--- src/rtl/core/nghe_pkg.sv ---
// Package for the noise gate: field widths, configuration indexes and reset values.
`default_nettype none

package nghe_pkg;

  localparam int unsigned SampleW   = 16;
  localparam int unsigned LevelW    = 16;
  localparam int unsigned PeakW     = 17;
  localparam int unsigned GainW     = 17;
  localparam int unsigned StepW     = 17;
  localparam int unsigned HoldW     = 21;
  localparam int unsigned HoldCfgW  = 20;
  localparam int unsigned CfgIndexW = 8;
  localparam int unsigned CfgDataW  = 20;

  localparam logic [GainW-1:0] GainUnity = GainW'(65536);
  localparam logic [HoldW-1:0] HoldMax   = '1;

  // Configuration register indexes
  typedef enum logic [CfgIndexW-1:0] {
    CFG_GATE_ENABLE     = 8'd0,
    CFG_OUTPUT_BYPASS   = 8'd1,
    CFG_OPEN_THRESHOLD  = 8'd2,
    CFG_CLOSE_THRESHOLD = 8'd3,
    CFG_ATTACK_STEP     = 8'd4,
    CFG_RELEASE_STEP    = 8'd5,
    CFG_HOLD_FRAMES     = 8'd6,
    CFG_PEAK_DECAY_STEP = 8'd7
  } cfg_index_t;

  // Reset values of the configuration registers
  localparam logic [15:0]         OpenThresholdRst  = 16'd1653;
  localparam logic [15:0]         CloseThresholdRst = 16'd824;
  localparam logic [StepW-1:0]    AttackStepRst     = 17'd59;
  localparam logic [StepW-1:0]    ReleaseStepRst    = 17'd10;
  localparam logic [HoldCfgW-1:0] HoldFramesRst     = 20'd8820;
  localparam logic [15:0]         PeakDecayStepRst  = 16'd1;

endpackage

`default_nettype wire

--- src/rtl/core/noise_gate_hysteresis_envelope_top.sv ---
// Stereo noise gate with hysteresis, decaying peak detector and attack/hold/release gain.
//
// Usage:
//   s_* carries one stereo frame per transaction, s_tdata = {in_right, in_left}.
//   m_* returns one scaled frame per input frame in the same order,
//   m_tdata = {out_right, out_left}, m_tuser = gate_open after that frame.
//   cfg_* writes one configuration register per transaction (cfg_index, cfg_data);
//   cfg_ready is always high. Write configuration only while the block is idle.
// The frame passes through the input, multiply-stage and output registers on its way to m_*.
// Throughput: one frame per cycle while m_* is not stalled. The gate, peak, hold and gain state
//   is updated by the second stage, and the gain multiply runs in the third.
// Reset (rst, synchronous): pipeline empty, gate disabled, gate state cleared,
//   configuration registers at their reset values.
// Stall: while m_tvalid is high and m_tready low the whole pipeline holds and
//   s_tready drops; no frame is lost or repeated.
`default_nettype none

module noise_gate_hysteresis_envelope_top (
  input  wire logic                               clk,
  input  wire logic                               rst,
  // slave stream
  input  wire logic                               s_tvalid,
  output      logic                               s_tready,
  input  wire logic [2*nghe_pkg::SampleW-1:0]     s_tdata,   // [15:0] in_left, [31:16] in_right
  // master stream
  output      logic                               m_tvalid,
  input  wire logic                               m_tready,
  output      logic [2*nghe_pkg::SampleW-1:0]     m_tdata,   // [15:0] out_left, [31:16] out_right
  output      logic                               m_tuser,   // [0] gate_open
  // configuration write channel
  input  wire logic                               cfg_valid,
  output      logic                               cfg_ready,
  input  wire logic [nghe_pkg::CfgIndexW-1:0]     cfg_index,
  input  wire logic [nghe_pkg::CfgDataW-1:0]      cfg_data
);

  import nghe_pkg::*;

  // configuration registers
  logic                gate_enable;
  logic                output_bypass;
  logic [15:0]         open_threshold;
  logic [15:0]         close_threshold;
  logic [StepW-1:0]    attack_step;
  logic [StepW-1:0]    release_step;
  logic [HoldCfgW-1:0] hold_frames;
  logic [15:0]         peak_decay_step;

  // gate state
  logic                    gate_is_open;
  logic signed [PeakW-1:0] peak_level;
  logic [GainW-1:0]        gain;
  logic [HoldW-1:0]        hold_count;

  // pipeline registers
  logic                      in_valid;
  logic signed [SampleW-1:0] in_left;
  logic signed [SampleW-1:0] in_right;
  logic                      mul_valid;
  logic signed [SampleW-1:0] mul_left;
  logic signed [SampleW-1:0] mul_right;
  logic [GainW-1:0]          mul_gain;
  logic                      mul_pass;
  logic                      mul_open;

  logic advance;

  // Whole pipeline moves when the output register is free or being drained
  assign advance   = !m_tvalid || m_tready;
  assign s_tready  = advance;
  assign cfg_ready = 1'b1;

  // Write configuration
  always_ff @(posedge clk) begin
    if (rst) begin
      gate_enable     <= 1'b0;
      output_bypass   <= 1'b0;
      open_threshold  <= OpenThresholdRst;
      close_threshold <= CloseThresholdRst;
      attack_step     <= AttackStepRst;
      release_step    <= ReleaseStepRst;
      hold_frames     <= HoldFramesRst;
      peak_decay_step <= PeakDecayStepRst;
    end else if (cfg_valid) begin
      unique case (cfg_index)
        CFG_GATE_ENABLE:     gate_enable     <= cfg_data[0];
        CFG_OUTPUT_BYPASS:   output_bypass   <= cfg_data[0];
        CFG_OPEN_THRESHOLD:  open_threshold  <= cfg_data[15:0];
        CFG_CLOSE_THRESHOLD: close_threshold <= cfg_data[15:0];
        CFG_ATTACK_STEP:     attack_step     <= cfg_data[StepW-1:0];
        CFG_RELEASE_STEP:    release_step    <= cfg_data[StepW-1:0];
        CFG_HOLD_FRAMES:     hold_frames     <= cfg_data[HoldCfgW-1:0];
        CFG_PEAK_DECAY_STEP: peak_decay_step <= cfg_data[15:0];
        default: ;
      endcase
    end
  end

  // Capture the input frame
  always_ff @(posedge clk) begin
    if (rst) begin
      in_valid <= 1'b0;
    end else if (advance) begin
      in_valid <= s_tvalid;
    end
  end

  always_ff @(posedge clk) begin
    if (advance) begin
      in_left  <= s_tdata[SampleW-1:0];
      in_right <= s_tdata[2*SampleW-1:SampleW];
    end
  end

  // Level and state update for the registered frame
  logic signed [SampleW:0]   frame_sum;
  logic [SampleW+1:0]        frame_abs;
  logic [LevelW-1:0]         level;
  logic signed [PeakW-1:0]   level_ext;
  logic signed [PeakW-1:0]   peak_top;
  logic signed [PeakW:0]     peak_diff;
  logic                      opened;
  logic                      close_hit;
  logic                      gate_open_next;
  logic signed [PeakW-1:0]   peak_level_next;
  logic [GainW-1:0]          gain_next;
  logic [HoldW-1:0]          hold_count_next;
  logic [GainW:0]            gain_up;
  logic [HoldW-1:0]          hold_base;

  always_comb begin
    frame_sum = {in_left[SampleW-1], in_left} + {in_right[SampleW-1], in_right};
    frame_abs = frame_sum[SampleW] ? (SampleW+2)'(-$signed({frame_sum[SampleW], frame_sum}))
                                   : (SampleW+2)'($signed({frame_sum[SampleW], frame_sum}));
    level     = frame_abs[LevelW:1];
    level_ext = $signed({1'b0, level});

    opened    = gate_is_open || (level > open_threshold);
    close_hit = $signed({peak_level[PeakW-1], peak_level}) < $signed({2'b00, close_threshold});
    gate_open_next = opened && !close_hit;

    // Decaying peak
    peak_top        = (peak_level > level_ext) ? peak_level : level_ext;
    peak_diff       = $signed({peak_top[PeakW-1], peak_top}) - $signed({2'b00, peak_decay_step});
    peak_level_next = peak_diff[PeakW-1:0];

    // Attack, hold and release
    gain_up         = {1'b0, gain} + {1'b0, attack_step};
    hold_base       = (opened && close_hit) ? '0 : hold_count;
    hold_count_next = hold_count;
    gain_next       = gain;
    if (gate_open_next) begin
      gain_next = (gain_up > {1'b0, GainUnity}) ? GainUnity : gain_up[GainW-1:0];
    end else begin
      hold_count_next = (hold_base == HoldMax) ? hold_base : hold_base + HoldW'(1);
      if (hold_count_next > {1'b0, hold_frames}) begin
        gain_next = (gain > release_step) ? gain - release_step : '0;
      end
    end
  end

  // Advance the gate state once per frame; clear it while disabled
  always_ff @(posedge clk) begin
    if (rst) begin
      gate_is_open <= 1'b0;
      peak_level   <= '0;
      gain         <= '0;
      hold_count   <= '0;
    end else if (advance && in_valid) begin
      if (!gate_enable) begin
        gate_is_open <= 1'b0;
        peak_level   <= '0;
        gain         <= '0;
        hold_count   <= '0;
      end else begin
        gate_is_open <= gate_open_next;
        peak_level   <= peak_level_next;
        gain         <= gain_next;
        hold_count   <= hold_count_next;
      end
    end
  end

  // Hand the frame and its gain to the multiply stage
  always_ff @(posedge clk) begin
    if (rst) begin
      mul_valid <= 1'b0;
    end else if (advance) begin
      mul_valid <= in_valid;
    end
  end

  always_ff @(posedge clk) begin
    if (advance) begin
      mul_left  <= in_left;
      mul_right <= in_right;
      mul_gain  <= gain_next;
      mul_pass  <= !gate_enable || output_bypass;
      mul_open  <= gate_enable && gate_open_next;
    end
  end

  // Scale by the gain, floor of the Q16 product
  logic signed [GainW:0]          gain_s;
  logic signed [SampleW+GainW:0]  prod_left;
  logic signed [SampleW+GainW:0]  prod_right;
  logic [SampleW-1:0]             res_left;
  logic [SampleW-1:0]             res_right;

  always_comb begin
    gain_s     = $signed({1'b0, mul_gain});
    prod_left  = (SampleW+GainW+1)'(mul_left) * (SampleW+GainW+1)'(gain_s);
    prod_right = (SampleW+GainW+1)'(mul_right) * (SampleW+GainW+1)'(gain_s);
    res_left   = mul_pass ? mul_left  : prod_left[SampleW+15:16];
    res_right  = mul_pass ? mul_right : prod_right[SampleW+15:16];
  end

  // Output register
  always_ff @(posedge clk) begin
    if (rst) begin
      m_tvalid <= 1'b0;
    end else if (advance) begin
      m_tvalid <= mul_valid;
    end
  end

  always_ff @(posedge clk) begin
    if (advance) begin
      m_tdata <= {res_right, res_left};
      m_tuser <= mul_open;
    end
  end

endmodule

`default_nettype wire

--- config.mk ---
export PLATFORM = sky130hd
export DESIGN_NAME = noise_gate_hysteresis_envelope_top
export DESIGN_NICKNAME = d
export VERILOG_FILES = /design/src/rtl/core/nghe_pkg.sv /design/src/rtl/core/noise_gate_hysteresis_envelope_top.sv
export SDC_FILE = /design/constraint.sdc
export NUM_CORES = 2
export LEC_CHECK = 0
export BUFFER_PORTS_ARGS = -buffer_cell sky130_fd_sc_hd__buf_2
export CORE_MARGIN = 4
export CORE_UTILIZATION = 47
export DETAILED_ROUTE_END_ITERATION = 10
export PLACE_DENSITY = 0.6
export SYNTH_ARGS = -nofsm -noshare
export SYNTH_HDL_FRONTEND = slang
export SYNTH_SLANG_ARGS = --single-unit
--- constraint.sdc ---
create_clock -name clk -period 10.1 [get_ports clk]
set_clock_uncertainty 0.05 [all_clocks]
set_input_delay 2.02 -clock clk [delete_from_list [all_inputs] [get_ports clk]]
set_output_delay 2.02 -clock clk [all_outputs]
set_load 0.005 [all_outputs]
# Word level (Yosys, flattened, before mapping)
# Cells that the tools add are included.
# classes
addsub	6
multipliers	2
order_cmp	6
eq_ne	9
n_mux	15
reduce_logical	20
# op_table
operator	n
$mux W17	8
$mux W21	4
$mul A16 B18 Y32	2
$gt A17 B17 Y1	2
$sub A17 B17 Y17	2
$eq A8 B3 Y1 const B	4
$mux W16	2
$add A21 B1 Y21 const B	1
$eq A21 B21 Y1 const B	1
$gt A21 B20 Y1	1
$add A17 B17 Y18	1
$gt A18 B17 Y1 const B	1
$reduce_and A2 Y1	9
$add A16 B16 Y17	1
$lt A17 B17 Y1	1
$neg A17 Y17	1
$eq A8 B2 Y1 const B	2
$gt A16 B16 Y1	1
$eq A8 B1 Y1 const B	1
$logic_not A8 Y1	1
$logic_and A1 B1 Y1	4
$logic_not A1 Y1	3
$logic_or A1 B1 Y1	3
$ne A2 B2 Y1 const B	1
$mux W1	1
# totals
regBits	279
input_bits	65
out_inout_bits	36

# Logic depth before layout (Yosys ltp)
# depth
ltp_word	13
ltp_mapped	45
depth_no_buf	40

# Worst setup path after synthesis
# Ideal clock, no wire load.
# synth_path
path_type	register to register
start	register in_left[0]
end	register mul_gain[1] (data pin)
setup_time_ps	271
t_arrival_ps	8036
required_ps	9779
slack_ps	1742
path_stages_with_launch	43
n_path_buf	4
synth_period_minus_slack_ps	8358
path_cell_list	edfxtp_1 ha_1 inv_1 fa_1 nor2b_1 o31a_1 o21a_1 o31ai_4 xor2_1 nand4b_1 nor4_2 a31oi_1 xor2_1 ha_1 and3_1 nand3_1 nor2_1 a221oi_1 (+7 left out) and3_1 clkbuf_1 nor4b_2 nand2_1 xor2_1 nor2_1 ha_1 a21o_1 a21o_1 a21oi_1 nor2_1 or4b_2 a21oi_1 o22ai_1 buf_2 buf_4 a41oi_1 o22ai_1
# synth_via
elab_chain_len	12
# synth_rtl
item	line_no	text
start, declared	noise_gate_hysteresis_envelope_top.sv:57	logic signed [SampleW-1:0] in_left;
start signal, assigned	noise_gate_hysteresis_envelope_top.sv:110	in_left <= s_tdata[SampleW-1:0];
$add A16 B16 Y17 (*)	noise_gate_hysteresis_envelope_top.sv:132	frame_sum = {in_left[SampleW-1], in_left} + {in_right[SampleW-1], in_right};
$neg A17 Y17	noise_gate_hysteresis_envelope_top.sv:133	frame_abs = frame_sum[SampleW] ? (SampleW+2)'(-$signed({frame_sum[SampleW], frame_sum}))
$mux W17 (*)	noise_gate_hysteresis_envelope_top.sv:133	
$gt A16 B16 Y1 (*)	noise_gate_hysteresis_envelope_top.sv:138	opened = gate_is_open || (level > open_threshold);
$logic_or A1 B1 Y1 (*)	noise_gate_hysteresis_envelope_top.sv:138	
$logic_and A1 B1 Y1	noise_gate_hysteresis_envelope_top.sv:149	hold_base = (opened && close_hit) ? '0 : hold_count;
$mux W21	noise_gate_hysteresis_envelope_top.sv:149	
$add A21 B1 Y21 or $eq A21 B21 Y1 (tied branches)	noise_gate_hysteresis_envelope_top.sv:155	hold_count_next = (hold_base == HoldMax) ? hold_base : hold_base + HoldW'(1);
$mux W21	noise_gate_hysteresis_envelope_top.sv:155	
$gt A21 B20 Y1	noise_gate_hysteresis_envelope_top.sv:156	if (hold_count_next > {1'b0, hold_frames}) begin
$mux W17	noise_gate_hysteresis_envelope_top.sv:156	
$mux W17 (*)	noise_gate_hysteresis_envelope_top.sv:152	if (gate_open_next) begin
named net gain_next[1]	noise_gate_hysteresis_envelope_top.sv:126	logic [GainW-1:0] gain_next;
end signal, assigned	noise_gate_hysteresis_envelope_top.sv:197	mul_gain <= gain_next;
end, declared	noise_gate_hysteresis_envelope_top.sv:62	logic [GainW-1:0] mul_gain;
# Mark *: on every way through the listed nets, which the timed path passes. The rest lies on a longest branch.
# A chain may end at the register's enable or synchronous reset.

# Final worst setup path
# layout_path
start	register in_left[1]
end	register gain[13]
# layout_via
elab_chain_len	13
# layout_rtl
item	line_no	text
$add A16 B16 Y17 (*)	noise_gate_hysteresis_envelope_top.sv:132	
$neg A17 Y17	noise_gate_hysteresis_envelope_top.sv:133	
$mux W17 (*)	noise_gate_hysteresis_envelope_top.sv:133	
$gt A16 B16 Y1 (*)	noise_gate_hysteresis_envelope_top.sv:138	
$logic_or A1 B1 Y1 (*)	noise_gate_hysteresis_envelope_top.sv:138	
$logic_and A1 B1 Y1	noise_gate_hysteresis_envelope_top.sv:149	
$mux W21	noise_gate_hysteresis_envelope_top.sv:149	
$add A21 B1 Y21 or $eq A21 B21 Y1 (tied branches)	noise_gate_hysteresis_envelope_top.sv:155	
$mux W21	noise_gate_hysteresis_envelope_top.sv:155	
$gt A21 B20 Y1	noise_gate_hysteresis_envelope_top.sv:156	
$mux W17	noise_gate_hysteresis_envelope_top.sv:156	
$mux W17 (*)	noise_gate_hysteresis_envelope_top.sv:152	
$mux W17 (*)	noise_gate_hysteresis_envelope_top.sv:170	if (!gate_enable) begin
end signal, assigned	noise_gate_hysteresis_envelope_top.sv:178	gain <= gain_next;
end, declared	noise_gate_hysteresis_envelope_top.sv:52	logic [GainW-1:0] gain;
# Every way passes the cells marked *; elsewhere a longest branch is shown, timed or not.

==> results.sh <==
export IMPL_status="finished clean"
export IMPL_r2r_end="gain[13]"
export IMPL_fin_tns_setup_ns=0
export IMPL_hpwl_mm=68.4
export IMPL_grt_pass1_vias=25600
export IMPL_synth_area_per_cell_um2=8.87
export IMPL_crit_top_cell="ha_1"
export IMPL_gp_congestion=0.897
export IMPL_grt_overflow=0
export IMPL_fin_total_pwr_w=0.00392
export IMPL_antenna_found_initial=1
export IMPL_die_h_um=273
export IMPL_synth_ff_type="dfxtp_1"
export IMPL_cts_sinks=279
export IMPL_fin_nets=4569
export IMPL_cp_start_kind="register"
export IMPL_ant_nets=0
export IMPL_busiest_layer="met2"
export IMPL_cts_tree="built"
export IMPL_grtUsageMet1_pct=33.2
export IMPL_ys_seq_elements=279
export IMPL_first_pass_iters=5
export IMPL_fillers=6572
export IMPL_vias_per_cell=5.38
export IMPL_clk_latency_ns=0.57
export IMPL_drive_gt1_share_pct=6.92
export IMPL_ir_worst_vdd_uv=131
export IMPL_p_leak_nw=16.2
export IMPL_cts_root_buffer="clkbuf_16"
export IMPL_clk_pin_slew_ns=0.07
export IMPL_drtIter0Drc=1641
export IMPL_cp_slowest_cell="or4b_2"
export IMPL_cts_hold_fix_buffers=0
export IMPL_routedWlPerCell_um=19.6
export IMPL_use_met2_pct=41.7
export IMPL_final_cell_mix="623 x inv_1, 603 x nand2_1, 418 x fa_1, 355 x ha_1, 198 x and2_1"
export IMPL_ff2ff_path_depth=36
export IMPL_async_flop_share_pct=0
export IMPL_synth_edf_count=116
export IMPL_worstSetupPathType="register to register"
export IMPL_final_common_cell="inv_1"
export IMPL_hold_class="register to register"
export IMPL_drv_cap=0
export IMPL_ys_seq_area_share_pct=20.5
export IMPL_htree_levels=2
export IMPL_yosysWarningCount=0
export IMPL_dpl_worst_slack_ns=0.685
export IMPL_synthCells=3710
export IMPL_required_ns=10.47
export IMPL_wirelength_mm=91.9
export IMPL_cts_max_path_buffers=3
export IMPL_ioPinCount=101
export IMPL_area_delta_synth_final_pct=8.36
export IMPL_cts_resized=0
export IMPL_synth_nets=4548
export IMPL_use_met3_pct=4.25
export IMPL_fin_crit_ns=9.36
export IMPL_start_util_pct=47.7
export IMPL_cp_arrival_ns=9.73
export IMPL_crit_end="gain[13]"
export IMPL_setup_viol=0
export IMPL_slew_violations=0
export IMPL_cts_setup_buffers=0
export IMPL_cts_made_buffers=35
export IMPL_placed_cell_area_um2=34300
export IMPL_synth_cell_types=83
export IMPL_r2r_slack_ns=0.74
export IMPL_clock_fmax_mhz=107
export IMPL_p_per_area_nw_per_um2=110
export IMPL_grt_first_pass_wirelength_mm=145
export IMPL_grt_usage_pct=25.0
export IMPL_max_slew_margin_pct=25.6
export IMPL_post_route_period_util_pct=92.7
export IMPL_final_area_um2=35700
export IMPL_cp_slowest_stage_delay_ns=0.67
export IMPL_cp_max_fo=10
export IMPL_post_route_drc_count=0
export IMPL_endpoint_kind="register"
export IMPL_finalHoldViolations=0
export IMPL_die_area_um2=74300
export IMPL_worst_pin_slew_ns=1.11
export IMPL_rsz0062_at_grt="false"
export IMPL_vias=25200
export IMPL_grt_max_degree=92
export IMPL_core_area_um2=68900
export IMPL_setup_slack_ns=0.740
export IMPL_worstReg2RegStart="in_left[1]"
export IMPL_die_w_um=273
export IMPL_row_count=96
export IMPL_portBuffers=99
export IMPL_syn_area_um2=32900
export IMPL_startpoint="in_left[1]"
[Yosys cell counts, drive strengths merged (50+ instances only)]
cell,count,share of area (%)
xnor2,65,1.7
a21oi,180,2.7
ha,355,13
xor2,52,1.4
clkbuf,157,1.8
and2,198,3.8
nand2,603,6.9
fa,418,25
o21ai,120,1.8
dfxtp,163,9.9
edfxtp,116,11
nor2,138,1.6
nand3,50,0.76
inv,623,7.1
[registers in the layout, indices dropped and copies added, names as in the netlist, 17 cells and up]
| signal | cells |
|---|---|
| m_tdata | 32 |
| hold_count | 21 |
| hold_frames | 20 |
| attack_step | 17 |
| gain | 17 |
| mul_gain | 17 |
| peak_level | 17 |
| release_step | 17 |
[area by class of cell]
cell class	instances	area, µm²	share of cell area, %
Clock buffer	45	975	2.73
Clock inverter	18	305	0.856
Multi-Input combinational cell	2638	23200	65.1
Sequential cell	279	6750	18.9
Tap cell	931	1160	3.27
Timing Repair Buffer	153	901	2.53
Antenna cell	1	2.50	0.00702
Inverter	624	2340	6.57
[layer usage]
| layer | vias to the layer above | part of all wire [%] |
|---|---|---|
| met1 | 12400 | 43 |
| met2 | 689 | 47 |
| met5 | - | 0 |
| met4 | 0 | 3.5 |
| met3 | 153 | 6.4 |
| li1 | 12000 | - |
[critical path: cells and delay by family (launching register included)]
family / cells / cell delay, ns
AO/OA/AOI/OAI: 16 / 3.32
flip-flops: 1 / 0.43
buffers and inverters: 1 / 0.26
adder cells (fa/ha/maj): 4 / 1.13
XOR/XNOR: 3 / 0.79
multiplexers: 1 / 0.24
AND/OR/NAND/NOR: 11 / 2.96
[worst min-delay path by stage]
stage | start | end | slack [ns] | cells past startpoint
after floorplan | mul_open | m_tuser | 0.35 | 0
after CTS | mul_open | m_tuser | 0.38 | 0
after global routing | mul_open | m_tuser | 0.40 | 0
after detailed placement | mul_open | m_tuser | 0.36 | 0
final | mul_open | m_tuser | 0.38 | 0
after global placement | mul_open | m_tuser | 0.36 | 0
[logic make-up after synthesis]
kind of cell | after synthesis | share of synthesized area, %
other | 1 | 0.0114
xor gates and xnor gates | 117 | 3.14
AOI/OAI and AO/OA | 533 | 10.3
buffers and inverters | 793 | 9.09
DFF | 279 | 20.5
adders and majority gates | 773 | 38.9
and+or+nand+nor | 1175 | 16.7
muxes | 39 | 1.26
[report_power, final]
group	switching, W	total [W]	internal (W)
clock network	0.000566	0.00142	0.000849
registers	0.0000489	0.00126	0.00121
logic	0.000753	0.00125	0.000495
total	0.00137	0.00392	0.00255
[stage by stage]
stage	cells	utilization [%]	hold slack, ns
2_1_floorplan	3710	-	0.350
3_3_place_gp	4624	49.8	0.355
3_5_place_dp	4624	49.8	0.357
4_1_cts	4687	51.7	0.385
5_1_grt	4688	51.7	0.400
6_report	4689	51.7	0.382
Power figures use the tool's default switching activity.
